===== src/sv/rort_pkg.sv =====
`timescale 1ns / 1ps
// Shared types and constants for the range offset remap table.
// Has no dependencies; every other file of the block imports it.
package rort_pkg;

    localparam logic [1:0] CMD_INSERT = 2'd0;
    localparam logic [1:0] CMD_CLEAR  = 2'd1;
    localparam logic [1:0] CMD_MAP    = 2'd2;

    localparam logic [1:0] ST_OK   = 2'd0;
    localparam logic [1:0] ST_DUP  = 2'd1;
    localparam logic [1:0] ST_FULL = 2'd2;

    localparam int QUEUE_DEPTH = 2;
    localparam int QPTR_W      = 1;
    localparam int QCNT_W      = 2;

    typedef struct packed {
        logic [1:0]  cmd;
        logic [31:0] value;
        logic [31:0] span;
        logic [31:0] target_base;
    } in_item_t;

    typedef struct packed {
        logic [32:0] mapped;
        logic        hit;
        logic [1:0]  status;
    } out_item_t;

    typedef enum logic [1:0] {
        OP_INSERT,
        OP_CLEAR,
        OP_MAP,
        OP_NOP
    } op_t;

    typedef struct packed {
        op_t         op;
        logic [31:0] value;
        logic [31:0] span;
        logic [31:0] target_base;
    } job_t;

    typedef struct packed {
        logic [31:0] start;
        logic [31:0] length;
        logic [31:0] target;
    } entry_t;

    typedef struct packed {
        logic full;
        logic empty;
    } q_status_t;

    typedef enum logic [1:0] {
        BK_IDLE,
        BK_SCAN,
        BK_DONE,
        BK_RESULT
    } back_state_t;

endpackage


===== src/sv/rort_front.sv =====
`timescale 1ns / 1ps
// Input stage: accepts transactions and decodes the command into a job.
// Depends on rort_pkg; feeds rort_queue.
module rort_front (
    input  logic                aclk,
    input  logic                aresetn,
    input  logic                s_valid,
    output logic                s_ready,
    input  rort_pkg::in_item_t  s_item,
    input  rort_pkg::q_status_t q_stat,
    output logic                q_push,
    output rort_pkg::job_t      q_push_data
);
    import rort_pkg::*;

    logic valid_reg;
    logic valid_next;
    job_t job_reg;
    job_t job_next;
    op_t  op_dec;
    logic accept;

    always_comb begin
        unique case (s_item.cmd)
            CMD_INSERT: op_dec = OP_INSERT;
            CMD_CLEAR:  op_dec = OP_CLEAR;
            CMD_MAP:    op_dec = OP_MAP;
            default:    op_dec = OP_NOP;
        endcase
    end

    assign q_push      = valid_reg && !q_stat.full;
    assign s_ready     = !valid_reg || q_push;
    assign accept      = s_valid && s_ready;
    assign q_push_data = job_reg;

    always_comb begin
        valid_next = valid_reg;
        job_next   = job_reg;
        if (accept) begin
            valid_next           = 1'b1;
            job_next.op          = op_dec;
            job_next.value       = s_item.value;
            job_next.span        = s_item.span;
            job_next.target_base = s_item.target_base;
        end else if (q_push) begin
            valid_next = 1'b0;
        end
    end

    always_ff @(posedge aclk) begin
        if (!aresetn) begin
            valid_reg <= 1'b0;
        end else begin
            valid_reg <= valid_next;
        end
    end

    always_ff @(posedge aclk) begin
        job_reg <= job_next;
    end

endmodule


===== config.mk =====
export PLATFORM = sky130hd
export DESIGN_NAME = rort_front
export DESIGN_NICKNAME = d
export VERILOG_FILES = /design/src/sv/rort_pkg.sv /design/src/sv/rort_front.sv
export SDC_FILE = /design/constraint.sdc
export NUM_CORES = 1
export LEC_CHECK = 0
export BUFFER_PORTS_ARGS = -buffer_cell sky130_fd_sc_hd__buf_2
export CORE_ASPECT_RATIO = 0.8
export CORE_UTILIZATION = 41
export CTS_BUF_LIST = sky130_fd_sc_hd__clkbuf_16
export DETAILED_ROUTE_END_ITERATION = 10
export PLACE_DENSITY = 0.85
export SYNTH_ARGS = -nofsm -noshare
export SYNTH_HDL_FRONTEND = slang
export SYNTH_SLANG_ARGS = --single-unit

===== constraint.sdc =====
create_clock -name aclk -period 4.3 [get_ports aclk]
set_input_delay 0.86 -clock aclk [delete_from_list [all_inputs] [get_ports aclk]]
set_output_delay 0.86 -clock aclk [all_outputs]
set_load 0.01 [all_outputs]

==> results.md <==
- Maximum number of pins on one net before global-route repair: just under 100
- Seq pwr share: 0.558
- Setup repair after global routing missed its margin: no
- First DRT Iteration DRCs: ~120
- Antenna-violating nets left: 0
- Routability congestion estimate from global placement: 0.703
- Maximum net fanout on the critical path: 3
- Std-Cell Rows: 27
- Max-slew violations: 0
- Via total after detailed routing: between 1,500 and 2,000
- Portion of synthesized cell area occupied by the leading cell type: 0.981
- Boundary pin count: 203
- Via count of the first global-routing pass: roughly 1,900
- Most frequent cells in the layout: sky130_fd_sc_hd__buf_2, sky130_fd_sc_hd__edfxtp_1, sky130_fd_sc_hd__clkbuf_16
- Clock slew at the register clock pins of the worst setup and hold paths: around 0.070 ns
- Detail Placement HPWL: 4.66 mm
- Initial antenna violation count: 0
- Clock sink count: 99
- Worst setup path end: q_push
- Largest area contributor in the synthesized netlist: sky130_fd_sc_hd__edfxtp_1
- Layout fillers: 522
- Slack of the worst reg-to-reg path: roughly 2.5 ns
- Total of buffers placed on input and output ports: about 200
- Final nets: 419
- WP data arrival: 1.29 ns
- Final critical-path required period: 2.15 ns
- VDD IR max: 0.000328 V
- Area taken by flip-flops and latches: 2960 sq um
- DRT Wirelength: 6.31 mm
- Sort of element at the end of the critical path: output port
- Global-route wire length before repair: 9.08 mm
- Maximum clock insertion buffer count: 2
- Tightest slew margin relative to the limit: 0.174
- Synthesized instance count: ~110
- Count of max-cap constraint violations: 0
- Post-cts hold buffer count: 0
- Relative area change from synthesis to final layout: 46.5%
- Avg WL per Cell: ~15 um
- Share of the yosys chip area belonging to registers: 0.987
- Worst setup SP type: primary input
- Total global routing track utilization: 0.164
- Layout cell share with drive strength beyond 1: 0.682
- Floorplan Core Area: 6990 sq um
- Cells resized by post-CTS repair: 0
- Worst Skew: between 0.006 and 0.007 ns
- Synth area leaders: sky130_fd_sc_hd__edfxtp_1, sky130_fd_sc_hd__dfxtp_1, sky130_fd_sc_hd__and2b_2, sky130_fd_sc_hd__clkbuf_1, sky130_fd_sc_hd__and2_1
- Leakage power total: 1.90 nW
- DRC violation count after routing: 24
- Total chip power: 2.04 mW
- Clock root buffer master: sky130_fd_sc_hd__clkbuf_16
- Startpoint of the worst register-to-register path: valid_reg$_SDFFE_PN0P_
- Antenna fix cells: 0
- Synth unique cells: 8
- Fraction of power spent switching nets: 0.218
- Die span in y: 78.5 um
- Post-synthesis area per instance: about 28 sq um
- Flip-flop and latch count after synthesis: 99
- Grt ovf: 0
- TritonCTS clock tree: done
- Outcome: finished, violations left
- Total power density per cell area: roughly 470 nW/um^2
- Transition at the pin with the smallest max-transition slack: 1.24 ns
- TritonCTS buffer count: 9
- Number of flip-flops under the largest register name: 98
- Post-synth design cell area: 3000 sq um
- Number of warnings issued by yosys: 0
- Classification of the worst-slack hold path: reg -> reg
- Area of combinational cells with multiple inputs: about 33 sq um
- Clock Power Share: 0.368
- Maximum clock frequency: 0.465 GHz
- Most common library cell in the layout ignoring fill and taps: sky130_fd_sc_hd__buf_2
- Net Count, Synth: 209
- Logic pwr share: 0.074
- Worst-case reg-to-reg path depth: 2
- Final setup viols: 0
- Final critical-path share of the clock period: 0.501
- Reg2reg end: q_push_data[76]$_DFFE_PP_
- First-pass detailed-route iteration total: 7
- Total net switching power: 0.446 mW
- Initial standard-cell utilization of the core: 0.429
- Level count of the clock H-tree: 3
- Crit Path Category: in -> out
- Internal power summed over all cells: around 1.6 mW
- Pre-CTS setup slack: 1.82 ns
- Least setup slack across all paths after layout: 2.15 ns
- Setup fix buffers added after clock tree synthesis: 0
- Horiz. Die Dim: between 90 and 100 um
- Violations in the final reports: design-rule violations
- Die outline area: approximately 7700 sq um
- Count of final hold-check violations: 0
- Required time of the critical path: 3.44 ns
- Mean number of vias per cell: between 4 and 5
- Clock latency of the later-clocked register in the worst-skew pair: 0.33 ns
- TNS Setup: 0 ns
- First element of the critical path: q_stat[1]
-- Yosys cell counts --
| master | number |
|---|---|
| sky130_fd_sc_hd__nor2b_1 | 1 |
| sky130_fd_sc_hd__and2b_2 | 1 |
| sky130_fd_sc_hd__and2_1 | 1 |
| sky130_fd_sc_hd__edfxtp_1 | 98 |
| sky130_fd_sc_hd__clkbuf_1 | 2 |
| sky130_fd_sc_hd__dfxtp_1 | 1 |
| sky130_fd_sc_hd__a21oi_1 | 1 |
| sky130_fd_sc_hd__nand2_1 | 1 |
-- final cells by class --
cell class,instances,area share
Timing Repair Buffer,201,0.229
Tap cell,87,0.0248
Sequential cell,99,0.674
Clock buffer,9,0.0513
Multi-Input combinational cell,5,0.00740
Clock inverter,7,0.0134
-- worst min-delay path by stage --
stage / startpoint / to / cells past startpoint
after floorplan: valid_reg$_SDFFE_PN0P_ / valid_reg$_SDFFE_PN0P_ / 2
after global placement: valid_reg$_SDFFE_PN0P_ / valid_reg$_SDFFE_PN0P_ / 2
after detailed placement: valid_reg$_SDFFE_PN0P_ / valid_reg$_SDFFE_PN0P_ / 2
after CTS: valid_reg$_SDFFE_PN0P_ / valid_reg$_SDFFE_PN0P_ / 2
after global routing: valid_reg$_SDFFE_PN0P_ / valid_reg$_SDFFE_PN0P_ / 2
final: valid_reg$_SDFFE_PN0P_ / valid_reg$_SDFFE_PN0P_ / 2
-- stage by stage --
stage	utilization	hold slack [ns]	std cells	instance area, sq um
after floorplan	-	0.488	106	3000
after global placement	0.588	0.508	392	4110
final	0.628	0.534	408	4390
after detailed placement	0.588	0.526	392	4110
after CTS	0.628	0.533	408	4390
after global routing	0.628	0.593	408	4390
-- power groups by stage --
stage	Clock (mW)	Combinational, mW	Sequential (mW)
finish	0.752	0.152	1.14
detailed placement	0	0.154	1.16
global route	0.801	0.164	1.15
global placement	0	0.148	1.16
floorplan	0	0.0190	1.20
CTS	0.769	0.154	1.14
-- per-layer routing --
layer,vias up,routed length [um],track usage
li1,844,-,-
met1,832,2110,0.148
met2,122,3360,0.298
met3,8,762,0.0980
met4,0,76,0.0652
met5,-,0,0
-- logic make-up (layout without fill, tap and decap cells) --
group | Yosys count | count (layout) | synth area share
buffers and inverters | 2 | 217 | 0.00250
DFF | 99 | 99 | 0.987
and+or+nand+nor | 4 | 4 | 0.00834
AOI/OAI and AO/OA | 1 | 1 | 0.00167
-- critical path: stages --
cell and delay (ns):
sky130_fd_sc_hd__buf_2 0.10, sky130_fd_sc_hd__and2b_2 0.20, sky130_fd_sc_hd__buf_2 0.14
No activity file was read; power rests on OpenSTA's default activity.
