[config.mk]
export PLATFORM = sky130hd
export DESIGN_NAME = rort_queue
export DESIGN_NICKNAME = d
export VERILOG_FILES = /design/src/sv/rort_pkg.sv /design/src/sv/rort_queue.sv
export SDC_FILE = /design/constraint.sdc
export NUM_CORES = 1
export LEC_CHECK = 0
export BUFFER_PORTS_ARGS = -buffer_cell sky130_fd_sc_hd__buf_2
export CAP_MARGIN = 20
export CORE_MARGIN = 5
export CORE_UTILIZATION = 50
export DETAILED_ROUTE_END_ITERATION = 12
export PLACE_DENSITY = 0.87
export SYNTH_ARGS = -nofsm -noshare
export SYNTH_HDL_FRONTEND = slang
export SYNTH_SLANG_ARGS = --single-unit
[constraint.sdc]
create_clock -name aclk -period 5.6 [get_ports aclk]
set_input_delay 0.84 -clock aclk [delete_from_list [all_inputs] [get_ports aclk]]
set_output_delay 0.84 -clock aclk [all_outputs]
set_load 0.1 [all_outputs]
[src/sv/rort_pkg.sv]
`timescale 1ns / 1ps
// Shared types and constants for the range offset remap table.
// Has no dependencies; every other file of the block imports it.
package rort_pkg;

    localparam logic [1:0] CMD_INSERT = 2'd0;
    localparam logic [1:0] CMD_CLEAR  = 2'd1;
    localparam logic [1:0] CMD_MAP    = 2'd2;

    localparam logic [1:0] ST_OK   = 2'd0;
    localparam logic [1:0] ST_DUP  = 2'd1;
    localparam logic [1:0] ST_FULL = 2'd2;

    localparam int QUEUE_DEPTH = 2;
    localparam int QPTR_W      = 1;
    localparam int QCNT_W      = 2;

    typedef struct packed {
        logic [1:0]  cmd;
        logic [31:0] value;
        logic [31:0] span;
        logic [31:0] target_base;
    } in_item_t;

    typedef struct packed {
        logic [32:0] mapped;
        logic        hit;
        logic [1:0]  status;
    } out_item_t;

    typedef enum logic [1:0] {
        OP_INSERT,
        OP_CLEAR,
        OP_MAP,
        OP_NOP
    } op_t;

    typedef struct packed {
        op_t         op;
        logic [31:0] value;
        logic [31:0] span;
        logic [31:0] target_base;
    } job_t;

    typedef struct packed {
        logic [31:0] start;
        logic [31:0] length;
        logic [31:0] target;
    } entry_t;

    typedef struct packed {
        logic full;
        logic empty;
    } q_status_t;

    typedef enum logic [1:0] {
        BK_IDLE,
        BK_SCAN,
        BK_DONE,
        BK_RESULT
    } back_state_t;

endpackage

[src/sv/rort_queue.sv]
`timescale 1ns / 1ps
// Short job queue between the decode stage and the table engine.
// Depends on rort_pkg.
module rort_queue (
    input  logic                aclk,
    input  logic                aresetn,
    input  logic                push,
    input  rort_pkg::job_t      push_data,
    input  logic                pop,
    output rort_pkg::job_t      head,
    output rort_pkg::q_status_t stat
);
    import rort_pkg::*;

    job_t              slot_reg [QUEUE_DEPTH];
    logic [QPTR_W-1:0] wr_ptr_reg;
    logic [QPTR_W-1:0] wr_ptr_next;
    logic [QPTR_W-1:0] rd_ptr_reg;
    logic [QPTR_W-1:0] rd_ptr_next;
    logic [QCNT_W-1:0] cnt_reg;
    logic [QCNT_W-1:0] cnt_next;
    logic              do_push;
    logic              do_pop;

    assign stat.full  = (cnt_reg == QCNT_W'(QUEUE_DEPTH));
    assign stat.empty = (cnt_reg == '0);
    assign do_push    = push && !stat.full;
    assign do_pop     = pop && !stat.empty;
    assign head       = slot_reg[rd_ptr_reg];

    always_comb begin
        wr_ptr_next = do_push ? wr_ptr_reg + QPTR_W'(1) : wr_ptr_reg;
        rd_ptr_next = do_pop ? rd_ptr_reg + QPTR_W'(1) : rd_ptr_reg;
        cnt_next    = cnt_reg;
        if (do_push && !do_pop) begin
            cnt_next = cnt_reg + QCNT_W'(1);
        end else if (do_pop && !do_push) begin
            cnt_next = cnt_reg - QCNT_W'(1);
        end
    end

    always_ff @(posedge aclk) begin
        if (!aresetn) begin
            wr_ptr_reg <= '0;
            rd_ptr_reg <= '0;
            cnt_reg    <= '0;
        end else begin
            wr_ptr_reg <= wr_ptr_next;
            rd_ptr_reg <= rd_ptr_next;
            cnt_reg    <= cnt_next;
        end
    end

    always_ff @(posedge aclk) begin
        if (do_push) begin
            slot_reg[wr_ptr_reg] <= push_data;
        end
    end

endmodule

==> results of run 1 <==
-- cells in the mapped netlist --
cell type    n  area [um^2]
edfxtp_1   196         5890
xnor2_1      2         17.5
buf_2        7         35.0
and2_1       3         18.8
mux2_4      20          300
o21ai_1      1         5.00
inv_2        1         3.75
ha_1         1         12.5
xor2_1       1         8.76
mux2_2      78          878
nand2b_1     1         6.26
or3_1        1         6.26
o21a_1       1         7.51
and3_1       1         6.26
nor2_1       2         7.51
o21ai_0      1         5.00
nor3_2       1         10.0
a21boi_1     1         7.51
dfxtp_1      5          100
inv_1        1         3.75
buf_6        4         45.0
a21boi_0     1         7.51
-- routing by layer --
layer	vias to the layer above	part of all wire (%)	track usage, %
met2	138	53	27.1
li1	1739	-	-
met5	-	0	0
met3	27	7.3	4.40
met1	1857	38	18.4
met4	0	2.1	4.46
-- kinds of logic after synthesis --
| logic type | synth area share (%) |
|---|---|
| flip-flops | 81.1 |
| buffers and inverters | 1.19 |
| AO/OA/AOI/OAI | 0.441 |
| XOR/XNOR | 0.356 |
| adder cells (fa/ha/maj) | 0.170 |
| multiplexers | 16.0 |
| AND/OR/NAND/NOR | 0.746 |
-- path summary, 6_finish.rpt --
path	start	end	cells past startpoint
worst min register to register	cnt_reg[1]	cnt_reg[1]	2
worst min-delay path	push_data[20]	slot_reg[0][20]	1
worst max-delay path	flip-flop	head[76]	3
worst max register to register	cnt_reg[0]	slot_reg[1][57]	3
-- per-stage QoR --
stage	setup WS (ns)	hold WS (ns)	area, um^2
2_1_floorplan	0.345	0.483	7380
3_3_place_gp	2.56	0.492	8580
3_5_place_dp	2.52	0.548	8580
4_1_cts	2.00	0.530	9250
5_1_grt	1.90	0.527	9250
6_report	2.06	0.551	9250
-- worst max-delay path, delay by kind of cell, from the launching register on --
| kind | cells | cell delay [ns] |
|---|---|---|
| DFF | 1 | 0.90 |
| buffers and inverters | 2 | 0.86 |
| muxes | 1 | 0.40 |
-- final cells by class --
cell class,instances,area (um^2)
repair buffers,205,1040
clock inverters,11,136
multi-input cells,116,1320
inverters,2,7.51
clock buffers,24,537
flip-flops and latches,201,5990
well taps,184,230
fillers,1001,5230
==> flow_metrics.env, run 1 <==
export IMPL_status="complete, no violations"
export IMPL_insertion_delay_ns=0.48
export IMPL_slowest_stage="dfxtp_4"
export IMPL_viasPerCell=5.06
export IMPL_crit_chain="buf_4 > mux2_2 > buf_2"
export IMPL_slowest_delay_ns=0.90
export IMPL_cts_resized=0
export IMPL_startpoint_type="flip-flop"
export IMPL_layout_common_cells="201 x buf_2, 196 x edfxtp_1, 78 x mux2_2"
export IMPL_max_cap_viol_count=0
export IMPL_fin_util_pct=63.9
export IMPL_num_antenna_cells=0
export IMPL_min_period_ns=3.54
export IMPL_grt_first_pass_wirelength_um=21800
export IMPL_die_w_um=131
export IMPL_fmax_mhz=282
export IMPL_synthCells=330
export IMPL_grt_max_degree=68
export IMPL_vias=3761
export IMPL_arrival_ns=2.70
export IMPL_drtAntennaViolNets=0
export IMPL_synth_avg_cell_area_um2=22.4
export IMPL_yosys_warnings=0
export IMPL_path_clk_slew_ns=0.06
export IMPL_synth_nets=433
export IMPL_dp_hpwl_um=9130
export IMPL_htree_num_levels=1
export IMPL_die_area_um2=17300
export IMPL_min_period_over_period_pct=63.3
export IMPL_clock_sink_count=201
export IMPL_stdcell_count=743
export IMPL_start_util_pct=51.0
export IMPL_hold_viol=0
export IMPL_coreArea_um2=14500
export IMPL_first_pass_iters=4
export IMPL_drive_gt1_share_pct=60.5
export IMPL_num_rows=44
export IMPL_critical_path_class="reg2out"
export IMPL_slew_headroom_pct=43.0
export IMPL_syn_area_um2=7380
export IMPL_fin_nets=649
export IMPL_final_setup_viol_count=0
export IMPL_postRouteWirelength_um=13500
export IMPL_tns_ns=0
export IMPL_holdBufCountCts=0
export IMPL_required_ns=4.76
export IMPL_io_buffers=201
export IMPL_rsz0062_at_grt="no"
export IMPL_dieHeight_um=131
export IMPL_finalMaxSlewViolations=0
export IMPL_grt_pass1_vias=4298
export IMPL_globalRouteOverflowTotal=0
export IMPL_reg2reg_slack_ns=3.22
export IMPL_cts_tree="done"
export IMPL_syn_to_final_growth_pct=25.4
export IMPL_cts_setup_buffers=0
export IMPL_cts_root_buf="clkbuf_16"
export IMPL_io_pins=202
export IMPL_end_kind="output port"
export IMPL_drc=0
export IMPL_hp_class="in2reg"
export IMPL_antenna_found_initial=0
export IMPL_synth_seq_cells=201
export IMPL_yosysSeqAreaShare_pct=81.1
export IMPL_worst_pin_slew_ns=0.854
export IMPL_cp_max_fo=67
export IMPL_cts_buffers=20
export IMPL_dp_cells=708
export IMPL_wl_per_cell_um=18.2
export IMPL_drt_iter0_markers=253
export IMPL_clockBufferDepth=3
export IMPL_ys_types=22
export IMPL_fin_skew_ns=0.0118
export IMPL_layout_commonest_cell="buf_2"
export IMPL_track_usage_pct=15.4
export IMPL_largest_reg_flops=196
export IMPL_gp_congestion=0.720
Power of run 1 is not shown: default switching activity piles up to over one toggle a cycle in this logic, so the estimate is an artifact.
==> run 2: changes to the inputs <==
CORE_UTILIZATION = 47   (was 50)
PLACE_DENSITY = 0.86   (was 0.87)
clock period = 2.8 ns   (was 5.6 ns; I/O delays follow)
==> flow_metrics.env, run 2 (synthesis gave the netlist of run 1 again) <==
export IMPL_clockBufferDepth=3
export IMPL_finalMaxSlewViolations=0
export IMPL_fin_skew_ns=0.00874
export IMPL_start_util_pct=48.2
export IMPL_worst_pin_slew_ns=0.596
export IMPL_num_antenna_cells=0
export IMPL_dieHeight_um=135
export IMPL_first_pass_iters=5
export IMPL_io_buffers=201
export IMPL_globalRouteOverflowTotal=0
export IMPL_layout_common_cells="201 x buf_2, 196 x edfxtp_1, 78 x mux2_2"
export IMPL_arrival_ns=1.98
export IMPL_grt_pass1_vias=4126
export IMPL_postRouteWirelength_um=13500
export IMPL_fillers=1133
export IMPL_grt_first_pass_wirelength_um=20800
export IMPL_startpoint_type="flip-flop"
export IMPL_hp_class="in2reg"
export IMPL_drtAntennaViolNets=0
export IMPL_antenna_found_initial=0
export IMPL_critical_path_class="reg2out"
export IMPL_max_cap_viol_count=0
export IMPL_track_usage_pct=14.3
export IMPL_drt_iter0_markers=185
export IMPL_cts_setup_buffers=0
export IMPL_cts_resized=0
export IMPL_grt_max_degree=58
export IMPL_fin_nets=651
export IMPL_cts_root_buf="clkbuf_16"
export IMPL_insertion_delay_ns=0.47
export IMPL_die_area_um2=18300
export IMPL_slew_headroom_pct=60.3
export IMPL_coreArea_um2=15300
export IMPL_cp_max_fo=41
export IMPL_gp_congestion=0.775
export IMPL_final_area_um2=9270
export IMPL_clock_sink_count=201
export IMPL_min_period_over_period_pct=85.8
export IMPL_place_area_um2=8680
export IMPL_dp_hpwl_um=9240
export IMPL_multi_input_area_um2=1320
export IMPL_drive_gt1_share_pct=60.0
export IMPL_viasPerCell=4.88
export IMPL_num_rows=45
export IMPL_die_w_um=135
export IMPL_cts_buffers=20
export IMPL_htree_num_levels=1
export IMPL_end_kind="output port"
export IMPL_min_period_ns=2.40
export IMPL_drc=0
export IMPL_rsz0062_at_grt="no"
export IMPL_seq_area_um2=5990
export IMPL_status="complete, no violations"
export IMPL_wl_per_cell_um=17.5
export IMPL_hold_viol=0
export IMPL_syn_to_final_growth_pct=25.6
export IMPL_largest_reg_flops=196
export IMPL_holdBufCountCts=0
export IMPL_layout_commonest_cell="buf_2"
export IMPL_final_setup_viol_count=0
export IMPL_vias=3761
export IMPL_io_pins=202
export IMPL_required_ns=2.38
export IMPL_path_clk_slew_ns=0.06
export IMPL_cts_tree="done"
export IMPL_fmax_mhz=416
## run 2: cell types whose count changed in the layout (fill, tap and decap cells not counted)
cell,change
buf_12,+3
bufinv_16,-3
clkinv_1,+3
clkinv_2,-3
clkbuf_1,+2
clkinv_4,-2
clkinvlp_4,+2
buf_4,-1
dfxtp_1,-1
dfxtp_2,+1
inv_2,-1
inv_8,+1
nand2b_1,-1
nand2b_4,+1
## run 2: path summary, 6_finish.rpt
kind                            cells after the start  slack (ns)               to     startpoint
worst max-delay path                                3        0.40         head[48]      flip-flop
worst min-delay path                                1        0.14  slot_reg[1][10]  push_data[10]
worst max register to register                      4        1.06  slot_reg[0][63]     cnt_reg[0]
worst min register to register                      2        0.59       cnt_reg[1]     cnt_reg[1]
## run 2: routing by layer
layer	GRT usage, %	wire length, um
met5	0	0
met4	4.48	300
met3	4.12	1090
met2	25.0	6760
met1	17.3	5310
## run 2: area by class of cell
type | count | share of cell area [%]
flip-flops and latches | 201 | 64.7
clock inverters | 8 | 0.432
clock buffers | 26 | 5.87
inverters | 2 | 0.162
repair buffers | 207 | 11.7
well taps | 211 | 2.85
multi-input cells | 116 | 14.3
## run 2: metrics by stage
step	TNS, ns	setup slack [ns]	util, %	hold WS, ns	instances
3_5_place_dp	0	0.866	56.7	0.576	737
5_1_grt	0	0.304	60.5	0.116	771
3_3_place_gp	0	0.884	56.7	0.530	737
6_report	0	0.397	60.5	0.137	771
2_1_floorplan	-62.34	-0.631	-	0.517	330
4_1_cts	0	0.363	60.5	0.115	771
## run 2: critical path, cell delays in order (launching register included)
cell,delay [ns]
dfxtp_4,0.35
buf_4,0.44
mux2_2,0.41
buf_2,0.30
Power of run 2 is left out for the same reason.
